--- config.mk ---
export PLATFORM = sky130hd
export DESIGN_NAME = rtgo_cfg
export DESIGN_NICKNAME = d
export VERILOG_FILES = /design/src/rtl/rtgo_pkg.sv /design/src/rtl/rtgo_cfg.sv
export SDC_FILE = /design/constraint.sdc
export NUM_CORES = 1
export LEC_CHECK = 0
export BUFFER_PORTS_ARGS = -buffer_cell sky130_fd_sc_hd__buf_2
export CORE_UTILIZATION = 38
export CTS_CLUSTER_DIAMETER = 120
export DETAILED_ROUTE_END_ITERATION = 6
export PLACE_DENSITY = 0.68
export SYNTH_ARGS = -nofsm -noshare
export SYNTH_HDL_FRONTEND = slang
export SYNTH_SLANG_ARGS = --single-unit
--- constraint.sdc ---
create_clock -name clk -period 1.85 [get_ports clk]
set_clock_uncertainty 0.2 [all_clocks]
set_input_delay 0.185 -clock clk [delete_from_list [all_inputs] [get_ports clk]]
set_output_delay 0.185 -clock clk [all_outputs]
set_load 0.02 [all_outputs]
--- src/rtl/rtgo_pkg.sv ---
// ----------------------------------------------------------------------------
// rtgo_pkg
// shared types and constants for the rectangle versus tile grid overlap block
// ----------------------------------------------------------------------------
`default_nettype none

package rtgo_pkg;

    localparam int COORD_W = 17;
    localparam int SIZE_W  = 16;
    localparam int CS_W    = 8;
    localparam int DIM_W   = 7;
    localparam int IDX_W   = 6;
    localparam int DATA_W  = 32;
    localparam int ADDR_W  = 5;
    localparam int OPND_W  = 20;
    localparam int QUO_W   = 16;
    localparam int REM_W   = 9;
    localparam int STEP_W  = 4;
    localparam int NUM_OPND = 4;
    localparam int OPND_IDX_W = 2;

    localparam logic OP_WRITE = 1'b0;
    localparam logic OP_QUERY = 1'b1;

    localparam logic [2:0] REG_ORIGIN_X = 3'd0;
    localparam logic [2:0] REG_ORIGIN_Y = 3'd1;
    localparam logic [2:0] REG_SIDE_UNITS = 3'd2;
    localparam logic [2:0] REG_GRID_COLS = 3'd3;
    localparam logic [2:0] REG_GRID_ROWS = 3'd4;

    localparam logic [CS_W-1:0]  SIDE_UNITS_RST = 8'd16;
    localparam logic [DIM_W-1:0] GRID_DIM_RST  = 7'd64;

    typedef struct packed {
        logic signed [COORD_W-1:0] origin_x;
        logic signed [COORD_W-1:0] origin_y;
        logic [CS_W-1:0]           side_units;
        logic [DIM_W-1:0]          grid_cols;
        logic [DIM_W-1:0]          grid_rows;
    } cfg_t;

    typedef struct packed {
        logic clr_en;
        logic cell_wr;
        logic query_start;
        logic div_load;
        logic div_step;
        logic range_load;
        logic scan_rd;
        logic out_load;
    } cmd_t;

    typedef struct packed {
        logic clr_last;
        logic div_last;
        logic opnd_last;
        logic empty;
        logic scan_last;
        logic hit_now;
        logic out_free;
    } sts_t;

endpackage

`default_nettype wire

--- src/rtl/rtgo_cfg.sv ---
// ----------------------------------------------------------------------------
// rtgo_cfg
// configuration register file behind the apb port
// ----------------------------------------------------------------------------
`default_nettype none

module rtgo_cfg (
    input  wire logic                        clk,
    input  wire logic                        rst_n,
    input  wire logic                        psel,
    input  wire logic                        penable,
    input  wire logic                        pwrite,
    input  wire logic [rtgo_pkg::ADDR_W-1:0] paddr,
    input  wire logic [rtgo_pkg::DATA_W-1:0] pwdata,
    output logic      [rtgo_pkg::DATA_W-1:0] prdata,
    output logic                             pready,
    output rtgo_pkg::cfg_t                   cfg
);
    import rtgo_pkg::*;

    cfg_t       cfg_reg;
    cfg_t       cfg_next;
    logic [2:0] idx;
    logic       wr_en;

    assign idx    = paddr[ADDR_W-1:2];
    assign wr_en  = psel && penable && pwrite;
    assign pready = 1'b1;
    assign cfg    = cfg_reg;

    always_comb
    begin
        cfg_next = cfg_reg;
        if (wr_en)
        begin
            case (idx)
                REG_ORIGIN_X:   cfg_next.origin_x   = $signed(pwdata[COORD_W-1:0]);
                REG_ORIGIN_Y:   cfg_next.origin_y   = $signed(pwdata[COORD_W-1:0]);
                REG_SIDE_UNITS: cfg_next.side_units = pwdata[CS_W-1:0];
                REG_GRID_COLS:  cfg_next.grid_cols  = pwdata[DIM_W-1:0];
                REG_GRID_ROWS:  cfg_next.grid_rows  = pwdata[DIM_W-1:0];
                default:        cfg_next = cfg_reg;
            endcase
        end
    end

    always_comb
    begin
        case (idx)
            REG_ORIGIN_X:   prdata = {{(DATA_W-COORD_W){1'b0}}, cfg_reg.origin_x};
            REG_ORIGIN_Y:   prdata = {{(DATA_W-COORD_W){1'b0}}, cfg_reg.origin_y};
            REG_SIDE_UNITS: prdata = {{(DATA_W-CS_W){1'b0}}, cfg_reg.side_units};
            REG_GRID_COLS:  prdata = {{(DATA_W-DIM_W){1'b0}}, cfg_reg.grid_cols};
            REG_GRID_ROWS:  prdata = {{(DATA_W-DIM_W){1'b0}}, cfg_reg.grid_rows};
            default:        prdata = '0;
        endcase
    end

    always_ff @(posedge clk or negedge rst_n)
    begin
        if (!rst_n)
        begin
            cfg_reg.origin_x   <= '0;
            cfg_reg.origin_y   <= '0;
            cfg_reg.side_units <= SIDE_UNITS_RST;
            cfg_reg.grid_cols  <= GRID_DIM_RST;
            cfg_reg.grid_rows  <= GRID_DIM_RST;
        end
        else
        begin
            cfg_reg <= cfg_next;
        end
    end

endmodule

`default_nettype wire

==> results_dict.tcl, run 1 <==
set metrics [dict create \
    yosysTopAreaCell "dfrtp_1" \
    htreeDepth 2 \
    clkLatencyLatePin_ns 0.31 \
    slowest_stage "dfrtp_1" \
    synthDistinctLibCells 29 \
    cts_buffers 5 \
    portBuffers 97 \
    pre_cts_ws_ns 0.00569 \
    postSynthAreaPerCell_sq_um 13.5 \
    period_share_pct 98.6 \
    setup_ws_ns 0.0256 \
    grtUsageTotal_pct 18.9 \
    synth-seq-cells 56 \
    status "finished clean" \
    cts_root_buf "clkbuf_8" \
    finalHoldViolCount 0 \
    grt.overflow.total 0 \
    cp-start-kind "flip-flop" \
    utilization_pct 55.7 \
    grt_pass1_wl_microns 10700 \
    rows 30 \
    drt_iter0_drc 28 \
    ys.flop_type "dfrtp_1" \
    pin_count 131 \
    synth_edf_count 0 \
    holdWs_ns 0.0126 \
    drt_first_pass_iters 4 \
    route.vias.total 2106 \
    cellPowerDensity_nw_per_um2 985 \
    cts_buffer_depth 2 \
    placed_area_sq_um 3430 \
    crit_type "flip-flop to output port" \
    dieArea_sq_um 7600 \
    report.power.total_mw 3.79 \
    drv_slew 0 \
    fin_area_sq_um 3850 \
    finalSetupViolCount 0 \
    rrSetupSlack_ns 0.64 \
    worstPathArrival_ns 1.44 \
    die_x_microns 87.2 \
    drt_wl_total_microns 6870 \
    grt_start_max_net_pins 35 \
    ant_nets 0 \
    grt_pass1_vias 2041 \
    worst_ir_drop_vdd_mv 0.451 \
    period_needed_ns 1.82 \
    antenna_found_initial 0 \
    nets 388 \
    drc 0 \
    cp_max_fo 2 \
    ys_seq_area_share_pct 50.9 \
    max_stage_delay_ns 0.40 \
    hp-class "input pin to asynchronous set/reset pin" \
    cp-end-kind "output port" \
    crit_family "flip-flops" \
    layout-drive-gt1-share_pct 59.9 \
    largest_register_ffs 56 \
    netlist.area_leader.share_pct 48.1 \
    cap_violations 0 \
    hpwl_microns 4800 \
    synth-async-reset-ratio_pct 100 \
    regArea_sq_um 1410 \
    synthTopCellsByArea "dfrtp_1, mux2_2, mux2i_1, buf_4, dfstp_2" \
    grt_setup_unrepaired "true" \
    path_buf_inv 1 \
    wl_per_cell_microns 15.5 \
    gp_congestion 0.720 \
    antennaDiodeCount 0 \
    cts_tree "built" \
    core_sq_um 6910 \
    leakagePower_nw 1.99 \
    path_clk_slew_ns 0.10 \
    cts.sinks 56 \
    netlist_area_sq_um 2760 \
    multiInputGateArea_sq_um 1230 \
    yosys_warnings 0 \
    path_cells "mux2_2 -> a221o_1 -> buf_6" \
    syn_to_final_growth_pct 39.5 \
    worstPathRequired_ns 1.46 \
    postSynthCellCount 204 \
    vias_per_cell 4.75 \
    die_y_microns 87.2 \
    start_util_pct 39.9 \
    timing.fmax_mhz 548 \
    fillerInstances 614 \
]
## layer usage
metal	vias to the layer above	global-route usage, %	wire, microns
li1	990	-	-
met1	1049	25.7	3150
met2	62	31.4	3410
met3	5	3.32	250
met4	0	4.77	54
met5	-	0	0
## cells by family after synthesis
kind of cell | count (synthesis) | share of synthesized area (%)
mux | 79 | 31.5
buf+inv | 25 | 6.39
simple gates | 31 | 7.53
compound gates | 11 | 3.40
other cells | 2 | 0.272
flops | 56 | 50.9
## final cells by class
cell class | count | area share [%]
Clock buffer | 6 | 1.89
Clock inverter | 2 | 1.01
Multi-Input combinational cell | 137 | 32.0
Sequential cell | 56 | 36.5
Tap cell | 96 | 3.12
Timing Repair Buffer | 146 | 25.5
## cells in the mapped netlist, types with 2 or more instances
master	number
mux2_2	62
dfrtp_1	53
mux2i_1	17
buf_4	16
nor2_1	16
buf_2	6
a221o_1	5
dfstp_2	3
buf_6	2
conb_1	2
nand2_1	2
nor2b_1	2
nor3b_4	2
## metrics by stage
step           std cells  TNS, ns
3_3_place_gp         404        0
3_5_place_dp         404        0
4_1_cts              437  -0.0122
5_1_grt              443  -0.0403
2_1_floorplan        218        0
6_report             443        0
## cells in the final DEF (no fill, tap or decap), types with 2 or more instances in the layout
cell / count
mux2_2: 62
dfstp_2: 3
dfrtp_1: 53
dlygate4sd3_1: 18
nor2_1: 16
buf_4: 27
nor3b_4: 2
mux2i_1: 17
a221o_1: 5
buf_6: 5
conb_1: 16
buf_12: 4
nand2_1: 2
nor2b_1: 2
buf_2: 92
clkbuf_8: 5
## worst paths after layout
kind	from	endpoint	cells after the start
worst max-delay path	cfg[41]	prdata[2]	3
worst min-delay path	rst_n	cfg[29]	2
worst max register to register	cfg[2]	cfg[2]	3
worst min register to register	cfg[25]	cfg[25]	1
max in group asynchronous	rst_n	cfg[18]	3
min in group clk	cfg[25]	cfg[25]	1
## timing repair
item / 4_1_cts / 5_1_grt
pin swaps: 0 / 5
setup endpoints to repair: 4 / 6
endpoints found under the hold margin: 111 / 0
hold buffers: 18 / 0
buffers inserted: 7 / 6
resized for setup: 2 / 9
gates cloned: 0 / 0
## where the power goes
part	internal (mW)	leakage [nW]	switching, mW	total [mW]
Combinational	0.604	1.23	0.728	1.33
Sequential	1.47	0.709	0.174	1.65
Clock	0.410	0.0558	0.403	0.812
Total	2.49	1.99	1.30	3.79
(Power assumes the default switching activity.)
==> run 2: changes to the inputs <==
--- a/config.mk
+++ b/config.mk
@@ -10,6 +10,7 @@
 export CTS_CLUSTER_DIAMETER = 120
 export DETAILED_ROUTE_END_ITERATION = 6
 export PLACE_DENSITY = 0.68
+export SETUP_SLACK_MARGIN = 0.05
 export SYNTH_ARGS = -nofsm -noshare
 export SYNTH_HDL_FRONTEND = slang
 export SYNTH_SLANG_ARGS = --single-unit
==> constraint.sdc (replaced) <==
create_clock -name clk -period 1.85 [get_ports clk]
set_clock_uncertainty 0.2 [all_clocks]
set_input_delay 0.0925 -clock clk [delete_from_list [all_inputs] [get_ports clk]]
set_output_delay 0.0925 -clock clk [all_outputs]
set_load 0.02 [all_outputs]
==> results_dict.tcl, run 2 (synthesis gave the netlist of run 1 again) <==
set metrics [dict create \
    die_x_microns 87.2 \
    antennaDiodeCount 0 \
    wl_per_cell_microns 15.2 \
    crit_family "flip-flops" \
    path_buf_inv 1 \
    timing.fmax_mhz 571 \
    grt_pass1_vias 1966 \
    tns_ns 0 \
    die_y_microns 87.2 \
    path_clk_slew_ns 0.10 \
    cts_buffer_depth 2 \
    htreeDepth 2 \
    antenna_found_initial 0 \
    cts_buffers 5 \
    worst_ir_drop_vdd_mv 0.496 \
    grt_start_max_net_pins 57 \
    grtUsageTotal_pct 18.0 \
    worstPathRequired_ns 1.56 \
    layout-drive-gt1-share_pct 58.2 \
    drt_first_pass_iters 4 \
    cellPowerDensity_nw_per_um2 966 \
    period_needed_ns 1.75 \
    setup_ws_ns 0.0975 \
    syn_to_final_growth_pct 34.2 \
    status "finished clean" \
    period_share_pct 94.7 \
    drt_iter0_drc 49 \
    p_clk_share_pct 19.6 \
    final_common_cell "buf_2" \
    largest_register_ffs 56 \
    seqPwrFrac_pct 46.0 \
    hp-class "input pin to asynchronous set/reset pin" \
    dieArea_sq_um 7600 \
    pin_count 131 \
    route.vias.total 2048 \
    p_int_mw 2.32 \
    finalHoldViolCount 0 \
    report.power.total_mw 3.58 \
    cp-end-kind "output port" \
    grt_setup_unrepaired "true" \
    pre_cts_ws_ns 0.173 \
    fillerInstances 627 \
    gp_congestion 0.708 \
    portBuffers 97 \
    leakagePower_nw 1.92 \
    switching_power_mw 1.26 \
    cts.sinks 56 \
    clkLatencyLatePin_ns 0.30 \
    hpwl_microns 4600 \
    cts_root_buf "clkbuf_8" \
    start_util_pct 39.9 \
    max_stage_delay_ns 0.41 \
    path_cells "mux2_2 -> a221o_1 -> buf_2" \
    cts_tree "built" \
    crit_type "flip-flop to output port" \
    regArea_sq_um 1410 \
    drt_wl_total_microns 6540 \
    core_sq_um 6910 \
    ant_nets 0 \
    grt.overflow.total 0 \
    rows 30 \
    multiInputGateArea_sq_um 1230 \
    worstPathArrival_ns 1.46 \
    cp-start-kind "flip-flop" \
    cap_violations 0 \
    vias_per_cell 4.75 \
    drv_slew 0 \
    switching_share_pct 35.3 \
    nets 376 \
    finalSetupViolCount 0 \
    cp_max_fo 3 \
    grt_pass1_wl_microns 10400 \
    layout_common_cells "buf_2, mux2_2, dfrtp_1" \
    holdWs_ns 0.103 \
    slowest_stage "dfrtp_1" \
    comb_power_share_pct 34.4 \
    drc 0 \
]
-- run 2: cell count changes in the layout (fill, tap and decap cells not counted), moves of 2 or more --
cell    delta
buf_4      -9
buf_6      -3
buf_12     -2
buf_2      +2
-- run 2: tightest hold or removal path: stages --
cell           delay, ns
dlygate4sd3_1       0.52
buf_2               0.12
buf_12              0.27
-- run 2: area by class of cell --
class                      instances  area share, %
tap                               96           3.24
clock buffer                       7           2.33
clock inverter                     1          0.237
timing repair buffer             134           22.9
sequential                        56           38.0
multi-input combinational        137           33.3
-- run 2: per-stage QoR --
stage / util, % / cell area (sq um) / cells
6_report: 53.6 / 3700 / 431
5_1_grt: 53.6 / 3700 / 431
4_1_cts: 53.1 / 3670 / 429
3_5_place_dp: 49.1 / 3390 / 403
3_3_place_gp: 49.1 / 3390 / 403
2_1_floorplan: - / 2810 / 218
-- run 2: final timing paths --
| path | slack (ns) | from | depth (start not counted) | endpoint |
|---|---|---|---|---|
| worst max-delay path | 0.1 | cfg[43] | 3 | prdata[4] |
| worst min-delay path | 0.10 | rst_n | 3 | cfg[30] |
| worst max register to register | 0.78 | cfg[40] | 2 | cfg[40] |
| worst min register to register | 0.33 | cfg[0] | 1 | cfg[0] |
| max in group asynchronous | 1.02 | rst_n | 3 | cfg[6] |
| min in group clk | 0.27 | penable | 5 | cfg[5] |
-- run 2: routing by layer --
metal	global-route usage, %	up-vias	part of all wire, %
met5	0	-	0
met4	4.02	0	0.58
met3	3.22	2	3.6
met2	30.0	58	50
met1	24.5	1029	46
li1	-	959	-
-- run 2: repair_timing --
action	4_1_cts	5_1_grt
setup endpoints to repair	0	4
buffers inserted	0	2
hold buffers	18	0
gates resized for setup	0	6
endpoints found under the hold margin	112	0
-- run 2: power by group through the flow --
stage	sequential [mW]	combinational, mW	clock (mW)
floorplan	1.95	0.479	0
finish	1.65	1.23	0.702
global placement	1.66	1.17	0
CTS	1.65	1.21	0.736
detailed placement	1.67	1.18	0
global route	1.69	1.31	0.785
==> run 3: changes to the inputs <==
--- a/config.mk
+++ b/config.mk
@@ -6,10 +6,13 @@
 export NUM_CORES = 1
 export LEC_CHECK = 0
 export BUFFER_PORTS_ARGS = -buffer_cell sky130_fd_sc_hd__buf_2
-export CORE_UTILIZATION = 38
+export CAP_MARGIN = 20
+export CELL_PAD_IN_SITES_DETAIL_PLACEMENT = 0
+export CELL_PAD_IN_SITES_GLOBAL_PLACEMENT = 1
+export CORE_UTILIZATION = 35
 export CTS_CLUSTER_DIAMETER = 120
 export DETAILED_ROUTE_END_ITERATION = 6
-export PLACE_DENSITY = 0.68
+export PLACE_DENSITY_LB_ADDON = 0.1
 export SETUP_SLACK_MARGIN = 0.05
 export SYNTH_ARGS = -nofsm -noshare
 export SYNTH_HDL_FRONTEND = slang
==> results_dict.tcl, run 3 (synthesis gave the netlist of run 1 again) <==
set metrics [dict create \
    rrSetupSlack_ns 0.85 \
    die_y_microns 90.8 \
    leakagePower_nw 1.90 \
    hpwl_microns 4720 \
    finalSetupViolCount 0 \
    grt_start_max_net_pins 57 \
    crit_type "flip-flop to output port" \
    grt_pass1_vias 1987 \
    worstPathRequired_ns 1.56 \
    core_sq_um 7690 \
    antenna_found_initial 0 \
    worstPathArrival_ns 1.45 \
    cts_buffers 5 \
    htreeDepth 2 \
    setup_ws_ns 0.105 \
    grt_setup_unrepaired "true" \
    report.power.total_mw 3.52 \
    vias_per_cell 4.56 \
    largest_register_ffs 56 \
    nets 375 \
    finalHoldViolCount 0 \
    drv_slew 0 \
    r2r_end "cfg[33]" \
    cp-end-kind "output port" \
    syn_to_final_growth_pct 33.2 \
    cts_tree "built" \
    cap_violations 0 \
    cts_root_buf "clkbuf_8" \
    drt_iter0_drc 32 \
    die_x_microns 90.8 \
    drc 0 \
    grt.overflow.total 0 \
    period_share_pct 94.4 \
    drt_wl_total_microns 6530 \
    reg2reg_depth 1 \
    start_util_pct 35.9 \
    grtUsageTotal_pct 16.5 \
    worst_ir_drop_vdd_mv 0.527 \
    cp_max_fo 3 \
    tns_ns 0 \
    route.vias.total 1986 \
    dieArea_sq_um 8240 \
    path_clk_slew_ns 0.10 \
    layout_common_cells "buf_2, mux2_2, dfrtp_1" \
    antennaDiodeCount 0 \
    gp_congestion 0.701 \
    pin_count 131 \
    rows 32 \
    clkLatencyLatePin_ns 0.31 \
    timing.fmax_mhz 573 \
    final_common_cell "buf_2" \
    layout-drive-gt1-share_pct 58.1 \
    cellPowerDensity_nw_per_um2 958 \
    drt_first_pass_iters 4 \
    cts.sinks 56 \
    hp-class "input pin to asynchronous set/reset pin" \
    cts_buffer_depth 2 \
    wl_per_cell_microns 15.0 \
    grt_pass1_wl_microns 10600 \
    reg2reg_from "cfg[33]" \
    portBuffers 97 \
    period_needed_ns 1.75 \
    cp-start-kind "flip-flop" \
    pre_cts_ws_ns 0.192 \
    status "finished clean" \
    ant_nets 0 \
]
-- run 3: repair_timing --
| action | in CTS | in global routing |
|---|---|---|
| endpoints found under the setup margin | 0 | 3 |
| gates resized for setup | 0 | 4 |
| setup buffers | 0 | 1 |
| hold buffers | 18 | 0 |
| endpoints found under the hold margin | 112 | 0 |
-- run 3: stage by stage --
| stage | utilization, % | instances | area, sq um | hold WS (ns) |
|---|---|---|---|---|
| floorplan | - | 218 | 2810 | -0.403 |
| global placement | 44.1 | 409 | 3390 | -0.0796 |
| detailed placement | 44.1 | 409 | 3390 | -0.0801 |
| CTS | 47.6 | 435 | 3660 | 0.117 |
| global route | 47.8 | 436 | 3680 | 0.157 |
| finish | 47.8 | 436 | 3680 | 0.124 |
-- run 3: routing by layer --
metal	vias to the layer above	wire length (microns)	GRT usage (%)
met4	0	62	3.97
met5	-	0	0
li1	952	-	-
met1	959	3130	22.5
met3	5	311	4.12
met2	70	3020	26.4
-- run 3: worst max-delay path by stage --
stage	start	to	slack, ns	cells past startpoint
4_1_cts	cfg[0]	prdata[0]	0.08	3
5_1_grt	cfg[2]	prdata[2]	0.04	3
6_report	cfg[40]	prdata[1]	0.10	3
3_3_place_gp	paddr[4]	cfg[36]	0.20	5
2_1_floorplan	paddr[4]	cfg[28]	0.33	4
3_5_place_dp	paddr[4]	cfg[38]	0.19	5
-- run 3: where the power goes --
part	switching, mW	internal (mW)	leakage, nW
Combinational	0.683	0.525	1.15
Clock	0.391	0.270	0.0414
Sequential	0.178	1.47	0.709
-- run 3: cell type report --
type                       instances  area [sq um]
clock inverter                     2          16.3
fill                             727          4010
timing repair buffer             133           825
clock buffer                       6          72.6
tap                              102           128
sequential                        56          1410
multi-input combinational        137          1230
-- run 3: worst max-delay path, cell delays in order (launching register included) --
cell	delay, ns
dfrtp_1	0.40
mux2_2	0.27
a221o_1	0.32
buf_2	0.16
