<file path="config.mk">
export PLATFORM = sky130hd
export DESIGN_NAME = rtgo_ctrl
export DESIGN_NICKNAME = d
export VERILOG_FILES = /design/src/rtl/rtgo_pkg.sv /design/src/rtl/rtgo_ctrl.sv
export SDC_FILE = /design/constraint.sdc
export NUM_CORES = 1
export LEC_CHECK = 0
export BUFFER_PORTS_ARGS = -buffer_cell sky130_fd_sc_hd__buf_2
export CAP_MARGIN = 20
export CELL_PAD_IN_SITES_DETAIL_PLACEMENT = 1
export CELL_PAD_IN_SITES_GLOBAL_PLACEMENT = 1
export CORE_MARGIN = 1
export CORE_UTILIZATION = 30
export DETAILED_ROUTE_END_ITERATION = 8
export HOLD_SLACK_MARGIN = 0.15
export PLACE_DENSITY_LB_ADDON = 0.1
export SYNTH_ARGS = -nofsm -noshare
export SYNTH_HDL_FRONTEND = slang
export SYNTH_SLANG_ARGS = --single-unit
</file>
<file path="constraint.sdc">
create_clock -name clk -period 2.2 [get_ports clk]
set_clock_uncertainty 0.2 [all_clocks]
set_input_delay 0 -clock clk [delete_from_list [all_inputs] [get_ports clk]]
set_output_delay 0 -clock clk [all_outputs]
set_load 0.01 [all_outputs]
</file>
<file path="src/rtl/rtgo_pkg.sv">
// ----------------------------------------------------------------------------
// rtgo_pkg
// shared types and constants for the rectangle versus tile grid overlap block
// ----------------------------------------------------------------------------
`default_nettype none

package rtgo_pkg;

    localparam int COORD_W = 17;
    localparam int SIZE_W  = 16;
    localparam int CS_W    = 8;
    localparam int DIM_W   = 7;
    localparam int IDX_W   = 6;
    localparam int DATA_W  = 32;
    localparam int ADDR_W  = 5;
    localparam int OPND_W  = 20;
    localparam int QUO_W   = 16;
    localparam int REM_W   = 9;
    localparam int STEP_W  = 4;
    localparam int NUM_OPND = 4;
    localparam int OPND_IDX_W = 2;

    localparam logic OP_WRITE = 1'b0;
    localparam logic OP_QUERY = 1'b1;

    localparam logic [2:0] REG_ORIGIN_X = 3'd0;
    localparam logic [2:0] REG_ORIGIN_Y = 3'd1;
    localparam logic [2:0] REG_SIDE_UNITS = 3'd2;
    localparam logic [2:0] REG_GRID_COLS = 3'd3;
    localparam logic [2:0] REG_GRID_ROWS = 3'd4;

    localparam logic [CS_W-1:0]  SIDE_UNITS_RST = 8'd16;
    localparam logic [DIM_W-1:0] GRID_DIM_RST  = 7'd64;

    typedef struct packed {
        logic signed [COORD_W-1:0] origin_x;
        logic signed [COORD_W-1:0] origin_y;
        logic [CS_W-1:0]           side_units;
        logic [DIM_W-1:0]          grid_cols;
        logic [DIM_W-1:0]          grid_rows;
    } cfg_t;

    typedef struct packed {
        logic clr_en;
        logic cell_wr;
        logic query_start;
        logic div_load;
        logic div_step;
        logic range_load;
        logic scan_rd;
        logic out_load;
    } cmd_t;

    typedef struct packed {
        logic clr_last;
        logic div_last;
        logic opnd_last;
        logic empty;
        logic scan_last;
        logic hit_now;
        logic out_free;
    } sts_t;

endpackage

`default_nettype wire

</file>
<file path="src/rtl/rtgo_ctrl.sv">
// ----------------------------------------------------------------------------
// rtgo_ctrl
// controller: clearing pass, request accept, divide, scan and result hand-off
// ----------------------------------------------------------------------------
`default_nettype none

module rtgo_ctrl (
    input  wire logic          clk,
    input  wire logic          rst_n,
    input  wire logic          in_valid,
    input  wire logic          in_op,
    output logic               in_ready,
    input  rtgo_pkg::sts_t     sts,
    output rtgo_pkg::cmd_t     cmd
);
    import rtgo_pkg::*;

    typedef enum logic [7:0] {
        S_CLEAR  = 8'b0000_0001,
        S_IDLE   = 8'b0000_0010,
        S_DLOAD  = 8'b0000_0100,
        S_DSTEP  = 8'b0000_1000,
        S_CHECK  = 8'b0001_0000,
        S_SCAN   = 8'b0010_0000,
        S_DRAIN  = 8'b0100_0000,
        S_RESULT = 8'b1000_0000
    } state_t;

    state_t state_reg;
    state_t state_next;
    logic   in_fire;

    assign in_ready = (state_reg == S_IDLE);
    assign in_fire  = in_valid && in_ready;

    always_comb
    begin
        state_next = state_reg;
        cmd        = '0;
        case (state_reg)
            S_CLEAR:
            begin
                cmd.clr_en = 1'b1;
                if (sts.clr_last)
                begin
                    state_next = S_IDLE;
                end
            end
            S_IDLE:
            begin
                if (in_fire)
                begin
                    if (in_op == OP_QUERY)
                    begin
                        cmd.query_start = 1'b1;
                        state_next      = S_DLOAD;
                    end
                    else
                    begin
                        cmd.cell_wr = 1'b1;
                    end
                end
            end
            S_DLOAD:
            begin
                cmd.div_load = 1'b1;
                state_next   = S_DSTEP;
            end
            S_DSTEP:
            begin
                cmd.div_step = 1'b1;
                if (sts.div_last)
                begin
                    state_next = sts.opnd_last ? S_CHECK : S_DLOAD;
                end
            end
            S_CHECK:
            begin
                cmd.range_load = 1'b1;
                state_next     = sts.empty ? S_RESULT : S_SCAN;
            end
            S_SCAN:
            begin
                if (sts.hit_now)
                begin
                    state_next = S_RESULT;
                end
                else
                begin
                    cmd.scan_rd = 1'b1;
                    if (sts.scan_last)
                    begin
                        state_next = S_DRAIN;
                    end
                end
            end
            S_DRAIN:
            begin
                state_next = S_RESULT;
            end
            S_RESULT:
            begin
                if (sts.out_free)
                begin
                    cmd.out_load = 1'b1;
                    state_next   = S_IDLE;
                end
            end
            default:
            begin
                state_next = S_IDLE;
            end
        endcase
    end

    always_ff @(posedge clk or negedge rst_n)
    begin
        if (!rst_n)
        begin
            state_reg <= S_CLEAR;
        end
        else
        begin
            state_reg <= state_next;
        end
    end

    a_load_when_free: assert property (@(posedge clk) disable iff (!rst_n)
        cmd.out_load |-> sts.out_free)
        else $error("result loaded over a pending result");

    a_query_starts_div: assert property (@(posedge clk) disable iff (!rst_n)
        in_fire && (in_op == OP_QUERY) |=> state_reg == S_DLOAD)
        else $error("query request did not start the divider");

    a_no_accept_in_clear: assert property (@(posedge clk) disable iff (!rst_n)
        cmd.clr_en |-> !in_ready)
        else $error("request accepted during clearing pass");

endmodule

`default_nettype wire

</file>
==> results of run 1 <==
[per-stage QoR]
| stage | hold WS, ns | instances | cell area (um2) | total power, uW | setup WS (ns) |
|---|---|---|---|---|---|
| floorplan | -0.496 | 67 | 613 | 500 | 0.509 |
| global placement | -0.335 | 107 | 713 | 606 | 0.441 |
| detailed placement | -0.340 | 107 | 713 | 600 | 0.445 |
| CTS | 0.194 | 125 | 880 | 757 | 0.0961 |
| global route | 0.252 | 125 | 881 | 812 | 0.00278 |
| finish | 0.243 | 125 | 881 | 748 | 0.108 |
[Yosys cell counts]
cell,n
sky130_fd_sc_hd__nand2b_1,1
sky130_fd_sc_hd__nor4_4,2
sky130_fd_sc_hd__and3_1,1
sky130_fd_sc_hd__nor3b_2,1
sky130_fd_sc_hd__nand3_1,3
sky130_fd_sc_hd__o41ai_1,1
sky130_fd_sc_hd__buf_2,3
sky130_fd_sc_hd__and2_1,1
sky130_fd_sc_hd__a22oi_1,1
sky130_fd_sc_hd__a31oi_1,1
sky130_fd_sc_hd__nor3b_1,1
sky130_fd_sc_hd__o21ai_1,1
sky130_fd_sc_hd__o21bai_1,1
sky130_fd_sc_hd__nand2_1,4
sky130_fd_sc_hd__nor2_1,10
sky130_fd_sc_hd__inv_1,5
sky130_fd_sc_hd__xor2_1,1
sky130_fd_sc_hd__a211oi_1,1
sky130_fd_sc_hd__o21a_1,1
sky130_fd_sc_hd__nor2b_1,2
sky130_fd_sc_hd__xnor2_1,1
sky130_fd_sc_hd__nor4b_4,1
sky130_fd_sc_hd__mux2i_1,1
sky130_fd_sc_hd__nor4b_2,1
sky130_fd_sc_hd__dfrtp_1,7
sky130_fd_sc_hd__nor3_1,3
sky130_fd_sc_hd__o32ai_1,3
sky130_fd_sc_hd__nor4b_1,3
sky130_fd_sc_hd__nand4b_1,1
sky130_fd_sc_hd__nand2_2,1
sky130_fd_sc_hd__dfstp_2,1
sky130_fd_sc_hd__buf_6,1
sky130_fd_sc_hd__o22ai_1,1
[routing by layer]
layer	track usage	vias up
met5	0	-
met4	0.120	0
met3	0.0115	5
met2	0.261	24
met1	0.270	289
li1	-	311
[worst max-delay path, stage by stage, from the launching register on]
cell and delay [ns]:
sky130_fd_sc_hd__dfrtp_1 0.48, sky130_fd_sc_hd__nor4_4 0.35, sky130_fd_sc_hd__nand2b_1 0.16, sky130_fd_sc_hd__o32ai_1 0.27, sky130_fd_sc_hd__dlygate4sd3_1 0.57
[worst paths after layout]
kind | to | depth (start not counted) | slack [ns]
worst max-delay path | state_reg[7] | 4 | 0.11
max in group asynchronous | state_reg[5] | 4 | 0.45
worst min register to register | state_reg[5] | 1 | 0.44
min in group asynchronous | state_reg[0] | 3 | 0.57
worst max register to register | state_reg[7] | 4 | 0.11
worst min-delay path | state_reg[0] | 3 | 0.24
[kinds of logic after synthesis]
kind of cell | Yosys count
flip-flops | 8
multiplexers | 1
AND/OR/NAND/NOR | 36
buffers and inverters | 9
XOR/XNOR | 2
AO/OA/AOI/OAI | 11
[final cells by class]
type                            count  area, um2
Timing Repair Buffer               33        235
Multi-Input combinational cell     50        367
Fill cell                         243        940
Inverter                            5       18.8
Clock buffer                        4       26.3
Tap cell                           25       31.3
Sequential cell                     8        203
[where the power goes]
group / leakage [uW] / internal [uW] / total, uW / switching, uW
combinational: 0.000288 / 179 / 379 / 200
sequential: 0.000102 / 174 / 241 / 66.6
clock: 0.0000150 / 69.9 / 128 / 58.3
total: 0.000405 / 423 / 748 / 325
[timing repair]
item / in CTS / in global routing
setup endpoints to repair: 0 / 1
gates resized for setup: 0 / 1
hold endpoints to repair: 19 / 0
hold buffers: 14 / 0
==> impl_metrics.csv, run 1 <==
group,metric,value,unit
synthesis,synth_area,613,um2
clock_network,clock-sinks,8,
setup_path,biggest_fanout_along_the_worst_timing_path,8,
drt,ant_nets,0,
sta,achievable-frequency,478,MHz
drt,met3WireLength,51,um
synthesis,combinational_family_with_the_most_area_after_synthesis,"simple AND/OR/NAND/NOR gates",
placement,dp_hpwl,1160,um
synthesis,synth_largest_type_area_fraction,0.286,
placement,place.port_buffers,19,
sta,fin_tns_setup,0,ns
cells_and_area,most-common-layout-cells,"19 x sky130_fd_sc_hd__buf_2, 14 x sky130_fd_sc_hd__dlygate4sd3_1, 10 x sky130_fd_sc_hd__nor2_1",
cells_and_area,area_growth,43.7,%
synthesis,post_synth_and_or_nand_nor_area_fraction,0.418,
synthesis,flop_and_latch_count_out_of_synthesis,8,
cells_and_area,layout.cells.most_common,"sky130_fd_sc_hd__buf_2",
sta,worst-slew-pin-transition,0.409,ns
drt,dr.pass1.iters,4,
placement,place_congestion,0.741,
setup_path,worst_setup_path_startpoint,"state_reg[1]",
synthesis,yosys.cell_types.count,33,
cells_and_area,number_of_nets_in_the_layout,112,
clock_network,clk_transition_reported_paths,0.06,ns
setup_path,critical_path_required,2.21,ns
clock_network,cts.path.max_buffers,2,
clock_network,clock_insertion_delay_worst_skew,0.27,ns
drt,drc_violation_count_after_routing,0,
floorplan,placeableCoreArea,1820,um2
clock_network,clock_tree.htree_level_count,1,
drt,vias,629,
grt,overflow,0,
outcome,outcome,"finished clean",
synthesis,post_synth_inst_count,67,
sta,timing.final.setup_violations,0,
floorplan,floorplan.die.width,47.2,um
sta,finalHoldViolations,0,
sta,final.period_utilization,0.951,
pwr,p_leak,0.000405,uW
grt,grt.total_usage,0.185,
floorplan,io-pin-count,20,
synthesis,post_synthesis_net_count,78,
drt,route.met2.wl,769,um
grt,antenna_found_initial,0,
drt,wirelength_met1,845,um
synthesis,synth.mux.area_fraction,0.0163,
pwr,ir_worst_vdd,0.000427,V
cells_and_area,largest_register_ff_count,8,
synthesis,sequential_to_total_area_share_from_yosys_stat,0.329,
drt,highest-signal-layer,"met4",
hold_path,hold_path_startpoint,"sts[6]",
drt,wirelength,1710,um
cells_and_area,post_route_cells_drive_above_1_share,0.300,
flow_run,max_cap_violations,0,
synthesis,synth_fa_ha_area_frac,0,
floorplan,initial_utilization,0.337,
floorplan,die_y,47.2,um
drt,routed_via_density,5.03,
clock_network,cts_tree,"yes",
drt,detail_route.wl_per_cell,13.7,um
clock_network,cts_root_buf,"sky130_fd_sc_hd__clkbuf_4",
setup_path,worst-endpoint-arrival,2.10,ns
synthesis,synth_compound_area_frac,0.135,
synthesis,synth_xor_xnor_area_share,0.0286,
grt,pin_count_of_the_biggest_net_entering_global_routing,12,
drt,detailedRoute.firstIterationViolations,5,
synthesis,synth_top_cells_by_area,"sky130_fd_sc_hd__dfrtp_1 29%, sky130_fd_sc_hd__nor4_4 6.9%, sky130_fd_sc_hd__nor2_1 6.1%, sky130_fd_sc_hd__dfstp_2 4.3%, sky130_fd_sc_hd__nor4b_1 4.3%",
setup_path,worstSetupStartpointType,"flop",
pwr,power-per-cell-area,849,nW/um2
sta,max_slew_margin,0.727,
clock_network,cts-buffers-inserted,3,
synthesis,synthesis.yosys.warnings,0,
clock_network,cts_setup_buffers,0,
grt,grt_pass1_wl,2760,um
grt,grt_pass1_vias,574,
floorplan,dieArea,2230,um2
sta,rsz0062_at_grt,"false",
cells_and_area,antenna_cells,0,
cells_and_area,finish.utilization,0.484,
synthesis,syn-mean-instance-area,9.15,um2
sta,post-route-min-period,2.09,ns
floorplan,rows,15,
hold_path,holdCritPathClass,"in2reg",
setup_path,reg2reg_from,"state_reg[1]",
setup_path,critPathKind,"reg2reg",
sta,max_slew_vio_count,0,
synthesis,synthDominantAreaCellType,"sky130_fd_sc_hd__dfrtp_1",
setup_path,worstSetupEndpointType,"flop",
Note: power is estimated with default switching activity, not from simulation.
==> inputs of run 2 (changes only) <==
--- a/config.mk
+++ b/config.mk
@@ -7,10 +7,10 @@
 export LEC_CHECK = 0
 export BUFFER_PORTS_ARGS = -buffer_cell sky130_fd_sc_hd__buf_2
 export CAP_MARGIN = 20
-export CELL_PAD_IN_SITES_DETAIL_PLACEMENT = 1
-export CELL_PAD_IN_SITES_GLOBAL_PLACEMENT = 1
+export CELL_PAD_IN_SITES_DETAIL_PLACEMENT = 0
+export CELL_PAD_IN_SITES_GLOBAL_PLACEMENT = 2
 export CORE_MARGIN = 1
-export CORE_UTILIZATION = 30
+export CORE_UTILIZATION = 28
 export DETAILED_ROUTE_END_ITERATION = 8
 export HOLD_SLACK_MARGIN = 0.15
 export PLACE_DENSITY_LB_ADDON = 0.1
==> run 2 against run 1 <==
Flip-flop and latch count unchanged. Non-clock buffer count rose by 2. Setup slack improved by 0.029 ns. Sequential power decreased by 2%. Final area rose by 2.0%. Cell count rose by 3.2%. Via count increased by 1.3%. Maximum frequency grew 1.4%.
==> impl_metrics.csv, run 2 (synthesis gave the netlist of run 1 again) <==
group,metric,value,unit
clock_network,cts_tree,"yes",
pwr,ir_worst_vdd,0.000418,V
drt,drc_violation_count_after_routing,0,
clock_network,clock_tree.htree_level_count,1,
cells_and_area,layout.cells.most_common,"sky130_fd_sc_hd__buf_2",
pwr,p_leak,0.000418,uW
cells_and_area,number_of_nets_in_the_layout,114,
sta,max_slew_vio_count,0,
sta,post-route-min-period,2.06,ns
sta,finalHoldViolations,0,
cells_and_area,fin_area,898,um2
pwr,p_sw_frac,0.411,
setup_path,biggest_fanout_along_the_worst_timing_path,8,
grt,grt_pass1_vias,604,
drt,ant_nets,0,
sta,timing.final.setup_violations,0,
pwr,pwr-share-seq,0.307,
pwr,clockPowerShare,0.161,
flow_run,max_cap_violations,0,
floorplan,io-pin-count,20,
hold_path,hold_path_startpoint,"sts[6]",
grt,antenna_found_initial,0,
setup_path,critPathKind,"reg2reg",
pwr,share_comb_of_total_power,0.532,
grt,pin_count_of_the_biggest_net_entering_global_routing,12,
setup_path,rr_worst_depth,4,
cells_and_area,area_growth,46.5,%
grt,grt_pass1_wl,2600,um
clock_network,cts-buffers-inserted,3,
cells_and_area,largest_register_ff_count,8,
clock_network,cts.path.max_buffers,2,
drt,routed_via_density,4.94,
sta,worst-slew-pin-transition,0.410,ns
drt,vias,637,
sta,post-route-worst-setup-slack,0.137,ns
sta,rsz0062_at_grt,"false",
sta,final.period_utilization,0.938,
cells_and_area,post_route_cells_drive_above_1_share,0.314,
floorplan,floorplan.die.width,48.8,um
clock_network,clock_insertion_delay_worst_skew,0.26,ns
placement,dpl_ws,0.458,ns
placement,place_congestion,0.815,
clock_network,clk_transition_reported_paths,0.06,ns
hold_path,min_to,"state_reg[0]",
clock_network,clock-sinks,8,
drt,detail_route.wl_per_cell,12.3,um
placement,placedInstanceArea,716,um2
grt,grt.total_usage,0.147,
floorplan,rows,16,
setup_path,reg2reg_from,"state_reg[1]",
placement,dp_hpwl,1120,um
drt,detailedRoute.firstIterationViolations,17,
setup_path,critical_path_required,2.20,ns
floorplan,die_y,48.8,um
sta,max_slew_margin,0.727,
sta,hold_slack,0.211,ns
cells_and_area,finish.cell_count_without_fillers,129,
cells_and_area,antenna_cells,0,
grt,overflow,0,
floorplan,initial_utilization,0.306,
setup_path,r2r_slack,0.14,ns
placement,place.port_buffers,19,
drt,wirelength,1580,um
hold_path,holdCritPathClass,"in2reg",
sta,fin_tns_setup,0,ns
pwr,switchingPower,318,uW
outcome,outcome,"finished clean",
setup_path,worst-endpoint-arrival,2.06,ns
drt,dr.pass1.iters,4,
hold_path,worstHoldPathCells,3,
cells_and_area,most-common-layout-cells,"19 x sky130_fd_sc_hd__buf_2, 14 x sky130_fd_sc_hd__dlygate4sd3_1, 10 x sky130_fd_sc_hd__nor2_1",
sta,achievable-frequency,485,MHz
floorplan,placeableCoreArea,2000,um2
pwr,power-per-cell-area,861,nW/um2
setup_path,worst_r2r_endpoint,"state_reg[7]",
setup_path,worstSetupStartpointType,"flop",
placement,placed_cells_incl_taps,109,
floorplan,dieArea,2380,um2
pwr,p_int,455,uW
clock_network,cts_root_buf,"sky130_fd_sc_hd__clkbuf_4",
setup_path,worstSetupEndpointType,"flop",
==> run 2: cell types whose count changed in the layout (fill, tap and decap cells not counted) <==
cell / delta
sky130_fd_sc_hd__buf_4: +2
==> run 2: cell type report <==
cell class	count	area, um2
clock buffer	4	26.3
fill	207	1100
inverter	5	18.8
multi-input combinational	50	367
sequential	8	203
tap	27	33.8
timing repair buffer	35	250
==> run 2: stage by stage <==
| stage | util | total power (uW) |
|---|---|---|
| floorplan | - | 500 |
| global placement | 0.358 | 604 |
| detailed placement | 0.358 | 596 |
| CTS | 0.441 | 743 |
| global route | 0.449 | 833 |
| finish | 0.449 | 773 |
==> run 2: critical path, cell delays in order (launching register included) <==
cell                            delay, ns
sky130_fd_sc_hd__dfrtp_1             0.48
sky130_fd_sc_hd__nor4_4              0.33
sky130_fd_sc_hd__nand2b_1            0.15
sky130_fd_sc_hd__o32ai_1             0.27
sky130_fd_sc_hd__dlygate4sd3_1       0.57
==> run 2: worst max path at each step <==
stage / end / from / slack (ns)
after floorplan: state_reg[3] / state_reg[1] / 0.51
after detailed placement: cmd[6] / state_reg[7] / 0.46
after global routing: state_reg[5] / state_reg[3] / 0.0009
final: state_reg[7] / state_reg[1] / 0.14
after global placement: state_reg[2] / state_reg[7] / 0.44
after CTS: state_reg[5] / state_reg[7] / 0.03
==> run 2: layer usage <==
metal | part of all wire | vias to the layer above | global-route usage
met5 | 0 | - | 0
met4 | 0.014 | 0 | 0.0882
met3 | 0.038 | 2 | 0.0187
met2 | 0.51 | 18 | 0.255
met1 | 0.44 | 299 | 0.173
li1 | - | 318 | -
==> run 2: power by group through the flow <==
stage | Clock, uW | Combinational, uW | Sequential [uW]
after CTS | 130 | 375 | 239
after global routing | 135 | 454 | 243
after global placement | 0 | 362 | 242
final | 125 | 411 | 237
after detailed placement | 0 | 356 | 241
after floorplan | 0 | 276 | 224
==> run 2: repair_timing <==
item	in CTS	in global routing
hold buffers	14	0
endpoints found under the setup margin	0	2
gates resized for setup	0	1
buffers inserted	0	2
hold endpoints to repair	19	0
==> inputs of run 3 (changes only) <==
==> constraint.sdc (replaced) <==
create_clock -name clk -period 1.99 [get_ports clk]
set_clock_uncertainty 0.2 [all_clocks]
set_input_delay 0 -clock clk [delete_from_list [all_inputs] [get_ports clk]]
set_output_delay 0 -clock clk [all_outputs]
set_load 0.01 [all_outputs]
==> run 3 against run 2 <==
Combinational power up 12%. Global-route usage unchanged. Routed wire length down 1.6%. Worst hold slack about the same. Total power up 12%. Largest cell class unchanged. Register-to-register slack better by 0.09 ns. Critical endpoint is now cmd[1]. Non-clock buffer count down 2. Core utilization down 0.56 points. Clock power up 9.6%. Highest routed layer unchanged. Sequential share of layout area up 0.71 points. First-iteration DRC count down 41%.
==> impl_metrics.csv, run 3 (synthesis gave the netlist of run 1 again) <==
group,metric,value,unit
cells_and_area,most-common-layout-cells,"19 x sky130_fd_sc_hd__buf_2, 12 x sky130_fd_sc_hd__dlygate4sd3_1, 10 x sky130_fd_sc_hd__nor2_1",
floorplan,dieArea,2380,um2
pwr,pwr-share-seq,0.308,
sta,hold_slack,0.211,ns
floorplan,die_y,48.8,um
pwr,ir_worst_vdd,0.000461,V
drt,highest-signal-layer,"met4",
drt,detailedRoute.firstIterationViolations,10,
setup_path,cpLargestDelayFamily,"simple AND/OR/NAND/NOR gates",
floorplan,floorplan.die.width,48.8,um
setup_path,worst-endpoint-arrival,1.70,ns
clock_network,cts_root_buf,"sky130_fd_sc_hd__clkbuf_4",
clock_network,cts.path.max_buffers,2,
sta,finalHoldViolations,0,
cells_and_area,post_route_cells_drive_above_1_share,0.360,
setup_path,worstSetupEndpointType,"output port",
floorplan,initial_utilization,0.306,
sta,fin_tns_setup,0,ns
setup_path,critical_path_required,1.79,ns
drt,met3WireLength,48,um
cells_and_area,layout.cells.most_common,"sky130_fd_sc_hd__buf_2",
setup_path,critPathKind,"reg2out",
clock_network,clock_insertion_delay_worst_skew,0.26,ns
drt,detail_route.wl_per_cell,12.3,um
placement,place_congestion,0.815,
drt,routed_via_density,4.88,
sta,max_slew_margin,0.730,
setup_path,worstSetupStartpointType,"flop",
sta,achievable-frequency,526,MHz
pwr,p_int,509,uW
grt,antenna_found_initial,0,
sta,rsz0062_at_grt,"true",
drt,drc_violation_count_after_routing,0,
sta,timing.final.setup_violations,0,
drt,ant_nets,0,
placement,dp_hpwl,1120,um
pwr,p_leak,0.000402,uW
setup_path,crit_path_top_delay_cell,"sky130_fd_sc_hd__dfrtp_2",
cells_and_area,area_growth,44.7,%
sta,max_slew_vio_count,0,
cells_and_area,antenna_cells,0,
pwr,switchingPower,355,uW
grt,grt_pass1_wl,2610,um
hold_path,holdCritPathClass,"in2reg",
clock_network,clock_tree.htree_level_count,1,
sta,post-route-min-period,1.90,ns
cells_and_area,number_of_nets_in_the_layout,112,
drt,dr.pass1.iters,4,
grt,grt.total_usage,0.147,
drt,wirelength,1560,um
clock_network,clock-sinks,8,
floorplan,io-pin-count,20,
floorplan,rows,16,
setup_path,biggest_fanout_along_the_worst_timing_path,7,
drt,wirelength_met1,681,um
grt,overflow,0,
grt,grt_pass1_vias,603,
sta,worst-slew-pin-transition,0.405,ns
placement,place.port_buffers,19,
grt,pin_count_of_the_biggest_net_entering_global_routing,12,
pwr,power-per-cell-area,974,nW/um2
cells_and_area,largest_register_ff_count,8,
pwr,p_sw_frac,0.411,
floorplan,placeableCoreArea,2000,um2
setup_path,timing.critical_path.buf_inv,1,
outcome,outcome,"finished clean",
drt,vias,620,
clock_network,cts-buffers-inserted,3,
setup_path,path_cells,"nor4_4, nand2_2, nor4b_4, buf_2",
drt,route.met2.wl,805,um
clock_network,cts_tree,"yes",
sta,final.period_utilization,0.955,
flow_run,max_cap_violations,0,
setup_path,critPathMaxStageDelay,0.46,ns
clock_network,clk_transition_reported_paths,0.06,ns
pwr,clockPowerShare,0.159,
pwr,share_comb_of_total_power,0.533,
==> run 3: power by group through the flow <==
stage / Sequential, uW / Combinational [uW] / Clock [uW]
floorplan: 248 / 305 / 0
global placement: 268 / 400 / 0
detailed placement: 266 / 393 / 0
CTS: 264 / 422 / 143
global route: 273 / 508 / 149
finish: 267 / 461 / 137
==> run 3: repair_timing <==
action,4_1_cts,5_1_grt
hold buffers,12,0
buffers inserted,0,2
gates resized for setup,1,4
hold endpoints to repair,19,0
endpoints found under the setup margin,1,3
pin swaps,0,5
==> run 3: layout make-up <==
| class | count | area [um2] |
|---|---|---|
| Timing Repair Buffer | 33 | 230 |
| Clock buffer | 4 | 26.3 |
| Tap cell | 27 | 33.8 |
| Multi-Input combinational cell | 50 | 372 |
| Inverter | 5 | 18.8 |
| Fill cell | 209 | 1110 |
| Sequential cell | 8 | 206 |
==> run 3: final timing paths <==
path | from | to | slack [ns] | depth (start not counted)
worst max-delay path | state_reg[3] | cmd[1] | 0.09 | 4
worst min register to register | state_reg[5] | state_reg[5] | 0.42 | 1
worst min-delay path | sts[6] | state_reg[0] | 0.21 | 3
min in group asynchronous | rst_n | state_reg[7] | 0.51 | 3
max in group asynchronous | rst_n | state_reg[0] | 0.76 | 3
worst max register to register | state_reg[1] | state_reg[1] | 0.23 | 5
==> run 3: worst reg2reg max path, stage by stage (launching register included) <==
cell and delay (ns):
sky130_fd_sc_hd__dfrtp_2 0.47, sky130_fd_sc_hd__nor4_4 0.31, sky130_fd_sc_hd__buf_4 0.16, sky130_fd_sc_hd__nand3_1 0.14, sky130_fd_sc_hd__o22ai_1 0.24, sky130_fd_sc_hd__o32ai_1 0.12
==> run 3: metal layers <==
| metal | vias to the layer above | track usage |
|---|---|---|
| met2 | 16 | 0.250 |
| met3 | 2 | 0.0187 |
| met1 | 291 | 0.177 |
| li1 | 311 | - |
| met5 | - | 0 |
| met4 | 0 | 0.0882 |
==> run 3: per-stage QoR <==
step                      power, uW  instance area, um2  setup WS (ns)  instances   util
after floorplan                 553                 613          0.299         67      -
after global placement          668                 716          0.234        109  0.358
after detailed placement        659                 716          0.248        109  0.358
after CTS                       829                 867         0.0155        125  0.433
after global routing            930                 887      -0.000413        127  0.443
final                           864                 887         0.0898        127  0.443
